`src/rtl/imutcf_pkg.sv`:
```
package imutcf_pkg;

  localparam int unsigned CFG_IDX_W = 8;
  localparam logic [CFG_IDX_W-1:0] REG_OFFSET_X = 8'd0;
  localparam logic [CFG_IDX_W-1:0] REG_OFFSET_Y = 8'd1;

  // gyro increment divisor: 131 counts per deg/s times 1000 steps per second
  localparam logic [17:0] GYRO_DIV  = 18'd131000;
  localparam logic [17:0] GYRO_HALF = 18'd65500;
  // filter blend 19/20 against 1/20
  localparam logic [17:0] FILT_DIV  = 18'd20;
  localparam logic [17:0] FILT_HALF = 18'd10;

  localparam int unsigned DIV_W   = 42;
  localparam int unsigned REM_W   = 18;
  localparam int unsigned XY_W    = 28;
  localparam int unsigned Z_W     = 34;
  localparam int unsigned ROOT_W  = 24;
  localparam int unsigned SQ_W    = 48;
  localparam int unsigned ATAN_LEN = 24;

  // reciprocal division: dividend below 2^38, reciprocal floor(2^38 / d)
  localparam int unsigned DM_W    = 38;
  localparam int unsigned HALF_W  = 19;
  localparam int unsigned RECIP_W = 34;
  localparam int unsigned PP_W    = HALF_W + RECIP_W;
  localparam int unsigned Q_W     = 34;
  localparam logic [RECIP_W-1:0] GYRO_RECIP = 34'd2098304;
  localparam logic [RECIP_W-1:0] FILT_RECIP = 34'd13743895347;

  localparam logic signed [Z_W-1:0] QUARTER_TURN = 34'sd1073741824;

  localparam logic [1:0] PH_GX    = 2'd0;
  localparam logic [1:0] PH_GY    = 2'd1;
  localparam logic [1:0] PH_ROLL  = 2'd2;
  localparam logic [1:0] PH_PITCH = 2'd3;

  localparam logic PASS_ROLL  = 1'b0;
  localparam logic PASS_PITCH = 1'b1;

  typedef struct packed {
    logic signed [16:0] gx;
    logic signed [16:0] gy;
    logic signed [15:0] ax;
    logic signed [15:0] ay;
    logic signed [15:0] az;
  } sample_t;

  // arctangent of 2^-i in units of 2^-32 turn
  function automatic logic [29:0] atan_turn(input logic [4:0] idx);
    logic [29:0] v;
    case (idx)
      5'd0:  v = 30'd536870912;
      5'd1:  v = 30'd316933406;
      5'd2:  v = 30'd167458907;
      5'd3:  v = 30'd85004756;
      5'd4:  v = 30'd42667331;
      5'd5:  v = 30'd21354465;
      5'd6:  v = 30'd10679838;
      5'd7:  v = 30'd5340245;
      5'd8:  v = 30'd2670163;
      5'd9:  v = 30'd1335087;
      5'd10: v = 30'd667544;
      5'd11: v = 30'd333772;
      5'd12: v = 30'd166886;
      5'd13: v = 30'd83443;
      5'd14: v = 30'd41722;
      5'd15: v = 30'd20861;
      5'd16: v = 30'd10430;
      5'd17: v = 30'd5215;
      5'd18: v = 30'd2608;
      5'd19: v = 30'd1304;
      5'd20: v = 30'd652;
      5'd21: v = 30'd326;
      5'd22: v = 30'd163;
      5'd23: v = 30'd81;
      default: v = 30'd0;
    endcase
    return v;
  endfunction

endpackage

```
`src/rtl/imutcf_front.sv`:
```
module imutcf_front (
  input  logic                               clk,
  input  logic                               rst,
  input  logic                               in_valid,
  output logic                               in_stall,
  input  logic signed [15:0]                 gyro_rate_x,
  input  logic signed [15:0]                 gyro_rate_y,
  input  logic signed [15:0]                 accel_raw_x,
  input  logic signed [15:0]                 accel_raw_y,
  input  logic signed [15:0]                 accel_raw_z,
  input  logic                               cfg_we,
  input  logic [imutcf_pkg::CFG_IDX_W-1:0]   cfg_index,
  input  logic [15:0]                        cfg_data,
  output logic                               q_valid,
  output imutcf_pkg::sample_t                q_item,
  input  logic                               q_pop
);
  import imutcf_pkg::*;

  logic signed [15:0] offset_x;
  logic signed [15:0] offset_y;
  sample_t            fifo [2];
  logic               wr_ptr;
  logic               rd_ptr;
  logic [1:0]         count;
  logic               push;
  logic               pop;
  sample_t            item;

  assign in_stall = (count == 2'd2);
  assign push     = in_valid && !in_stall;
  assign q_valid  = (count != 2'd0);
  assign pop      = q_pop && q_valid;
  assign q_item   = fifo[rd_ptr];

  always_comb begin
    item.gx = {gyro_rate_x[15], gyro_rate_x} - {offset_x[15], offset_x};
    item.gy = {gyro_rate_y[15], gyro_rate_y} - {offset_y[15], offset_y};
    item.ax = accel_raw_x;
    item.ay = accel_raw_y;
    item.az = accel_raw_z;
  end

  always_ff @(posedge clk) begin
    if (rst) begin
      offset_x <= '0;
      offset_y <= '0;
      wr_ptr   <= 1'b0;
      rd_ptr   <= 1'b0;
      count    <= 2'd0;
    end else begin
      if (cfg_we) begin
        if (cfg_index == REG_OFFSET_X) begin
          offset_x <= cfg_data;
        end else if (cfg_index == REG_OFFSET_Y) begin
          offset_y <= cfg_data;
        end
      end
      if (push) begin
        wr_ptr <= !wr_ptr;
      end
      if (pop) begin
        rd_ptr <= !rd_ptr;
      end
      case ({push, pop})
        2'b10:   count <= count + 2'd1;
        2'b01:   count <= count - 2'd1;
        default: count <= count;
      endcase
    end
  end

  always_ff @(posedge clk) begin
    if (push) begin
      fifo[wr_ptr] <= item;
    end
  end

endmodule

```
`config.mk`:
```
export PLATFORM = sky130hd
export DESIGN_NAME = imutcf_front
export DESIGN_NICKNAME = d
export VERILOG_FILES = /design/src/rtl/imutcf_pkg.sv /design/src/rtl/imutcf_front.sv
export SDC_FILE = /design/constraint.sdc
export NUM_CORES = 1
export LEC_CHECK = 0
export BUFFER_PORTS_ARGS = -buffer_cell sky130_fd_sc_hd__buf_2
export CAP_MARGIN = 20
export CORE_AREA = 3 3 129 131
export CTS_CLUSTER_SIZE = 12
export DETAILED_ROUTE_END_ITERATION = 16
export DIE_AREA = 0 0 132 134
export PLACE_DENSITY_LB_ADDON = 0.08
export SYNTH_ARGS = -nofsm -noshare
export SYNTH_HDL_FRONTEND = slang
export SYNTH_SLANG_ARGS = --single-unit
```
`constraint.sdc`:
```
create_clock -name clk -period 13.8 [get_ports clk]
set_input_delay 0.69 -clock clk [delete_from_list [all_inputs] [get_ports clk]]
set_output_delay 0.69 -clock clk [all_outputs]
set_load 0.005 [all_outputs]
```
==> flow_summary_export.csv <==
group,metric,value,unit
global_routing,overflow,0,
timing,fin_ws,11.15,ns
global_routing,antenna_found_initial,4,
route,dr_total_vias,5933,
job,drv_cap,0,
worst_setup_path,r2r-start,"count[0]",
worst_setup_path,cp.arrival,1.96,ns
clock_network,clk_pin_slew,0.06,ns
synthesis,synth_top_area_cell,"edfxtp_1",
timing,drv_slew,0,
synthesis,synth_most_common_cell,"edfxtp_1",
layout,layout-drive-gt1-share,36.7,%
placed_design,place_area,10300,um^2
power,p_clk_share,29.8,%
timing,min_period,2.65,ns
synthesis,yosysWarnings,0,
floorplan,start_util,57.9,%
global_routing,grt_pass1_wl,30600,um
synthesis,synth.top_cells.by_count,"164 x edfxtp_1, 82 x mux2_2, 58 x nor2_1",
synthesis,avgSynthCellArea,13.9,um^2
synthesis,synth_edf_count,164,
timing,finalHoldViolCount,0,
synthesis,synth-seq-cells,201,
clock_network,cts_resized,0,
clock_network,clk-insertion-delay-late,0.49,ns
hold_path,hp-start,"accel_raw_z[13]",
worst_setup_path,required,13.11,ns
hold_path,hold_end,"fifo[0][13]",
clock_network,cts_setup_buffers,0,
power,p_int,1.26,mW
placed_design,numPlacedInstances,1046,
power,power.leakage,4.29,nW
clock_network,clockRootBuffer,"clkbuf_16",
worst_setup_path,rrSetupSlack,11.29,ns
worst_setup_path,critPathMaxFanout,59,
power,combPwrFrac,23.6,%
layout,fillers,1153,
clock_network,cts_made_buffers,22,
synthesis,ys_async_sr_fraction,0,%
worst_setup_path,rr_endpoint,"fifo[0][65]",
placed_design,gp_congestion,0.924,
placed_design,place_ws,11.05,ns
floorplan,ioPinCount,193,
clock_network,cts_sinks,201,
placed_design,io_buffers,192,
floorplan,die_h,134,um
power,irDropWorstVdd,105,uV
layout,area_growth,20.0,%
layout,final_area,10900,um^2
timing,whs,0.382,ns
synthesis,syn_area,9100,um^2
synthesis,yosysUniqueCellTypes,58,
power,p_switching,0.452,mW
synthesis,synthTopCellsByArea,"edfxtp_1 54%, mux2_2 10%, dfxtp_1 8.1%",
route,via_per_inst,5.47,
hold_path,hold_class,"in -> reg",
power,pwr-share-seq,46.6,%
route,drtIter0Drc,247,
global_routing,grt_pass1_vias,6347,
synthesis,synth.yosys.seq_area_share,62.2,%
route,wl_per_cell,17.5,um
outcome,outcome,"completed",
route,first_pass_iters,4,
timing,tightest_slew,1.02,ns
clock_network,clock_path_buffers,3,
worst_setup_path,endpoint_kind,"output pin",
timing,clock_skew,0.00753,ns
worst_setup_path,critPathKind,"reg -> out",
synthesis,syn_inst,655,
clock_network,cts_tree,"done",
floorplan,fp-row-count,46,
synthesis,synth_top_cell_area_share,54.1,%
floorplan,coreArea,15700,um^2
layout,instances_no_fill,1085,
hold_path,worstHoldPathCells,1,
layout,nets,999,
route,routed_wl,19000,um
route,ant_nets,0,
timing,relSlewSlack,31.7,%
power,p_sw_share,26.4,%
worst_setup_path,ff2ff_path_depth,4,
floorplan,fp.dieW,132,um
clock_network,cts-htree-levels,1,
timing,post-route-period-util,19.2,%
clock_network,holdBufCountCts,0,
synthesis,synth-main-ff-cell,"edfxtp_1",
floorplan,dieArea,17700,um^2
worst_setup_path,cp-start-kind,"register",
synthesis,syn_nets,799,
timing,rsz0062_at_grt,"false",
placed_design,hpwl,13300,um
power,powerDensity,156,nW/um^2
timing,setup_viol,0,
route,drc,0,
global_routing,globalRouteTotalUtil,21.3,%
timing,fmax,377,MHz
global_routing,grt_max_degree,83,
timing,totalNegativeSetupSlack,0,ns
==> cell families after synthesis <==
kind of cell,synth area share (%)
multiplexers,14.2
XOR/XNOR,2.31
flip-flops,62.2
adder cells (fa/ha/maj),4.98
AO/OA/AOI/OAI,6.80
AND/OR/NAND/NOR,6.36
buffers and inverters,3.11
==> state kept, by name (all words and copies together), names as in the netlist, named ones only <==
name,flops
fifo,164
rd_ptr,1
offset_y,16
wr_ptr,1
offset_x,16
count,2
==> area by class of cell <==
cell class	instances	area (um^2)	share of cell area, %
antenna	2	5.00	0.0458
clock buffer	26	566	5.18
clock inverter	10	56.3	0.515
inverter	50	188	1.72
multi-input combinational	385	3170	29.0
sequential	201	5670	51.9
tap	216	270	2.47
timing repair buffer	195	1000	9.18
==> power by group through the flow <==
| stage | registers (mW) | logic, mW | clock network [mW] |
|---|---|---|---|
| after floorplan | 0.798 | 0.250 | 0 |
| after global placement | 0.830 | 0.367 | 0 |
| after detailed placement | 0.836 | 0.374 | 0 |
| after CTS | 0.825 | 0.377 | 0.522 |
| after global routing | 0.806 | 0.440 | 0.543 |
| final | 0.797 | 0.403 | 0.508 |
==> cells in the final DEF (no fill, tap or decap), types with 5 or more instances in the layout <==
cell       synthesis  routed
ha_1              33      33
and2_1             5       5
xor2_1            10      10
inv_1             50      50
edfxtp_1         164     164
mux2i_1           37      37
clkbuf_16          0      22
nand3_1            9       9
xnor2_1           14      14
nand2b_1           6       6
mux2_2            82      82
nand2_1           12      12
a21o_1             7       7
o21ai_0           13      13
and3_1             6       5
nor2_1            58      57
clkinv_2           0       5
o21a_1             8       8
a21oi_1           14      14
nor3_1             7       7
a31oi_1            5       5
nor2b_1            8       8
buf_2              1     192
dfxtp_1           37      36
==> per-stage QoR <==
stage	power [mW]	utilization, %
finish	1.71	69.5
global route	1.79	69.5
CTS	1.72	69.3
detailed placement	1.21	65.4
global placement	1.20	65.4
floorplan	1.05	-
==> metal layers <==
| metal | vias to the layer above | GRT usage [%] | wire [um] |
|---|---|---|---|
| met5 | - | 0 | 61 |
| met2 | 222 | 37.3 | 9380 |
| met3 | 60 | 5.40 | 1330 |
| li1 | 2818 | - | - |
| met4 | 8 | 7.18 | 611 |
| met1 | 2825 | 26.0 | 7600 |
==> how the worst max path moves through the flow <==
stage / depth (start not counted) / start / to / slack (ns)
global route: 3 / register / q_item[39] / 11.06
CTS: 2 / register / q_item[80] / 10.87
finish: 3 / register / q_item[39] / 11.15
floorplan: 2 / in_valid / fifo[0][0] / 9.08
detailed placement: 8 / gyro_rate_x[0] / fifo[0][79] / 11.05
global placement: 4 / in_valid / fifo[0][4] / 11.15
==> critical path, cell delays in order, from the launching register on <==
cell and delay, ns:
dfxtp_4 0.57, buf_16 0.33, mux2_2 0.39, buf_2 0.13
(Power assumes the default switching activity.)
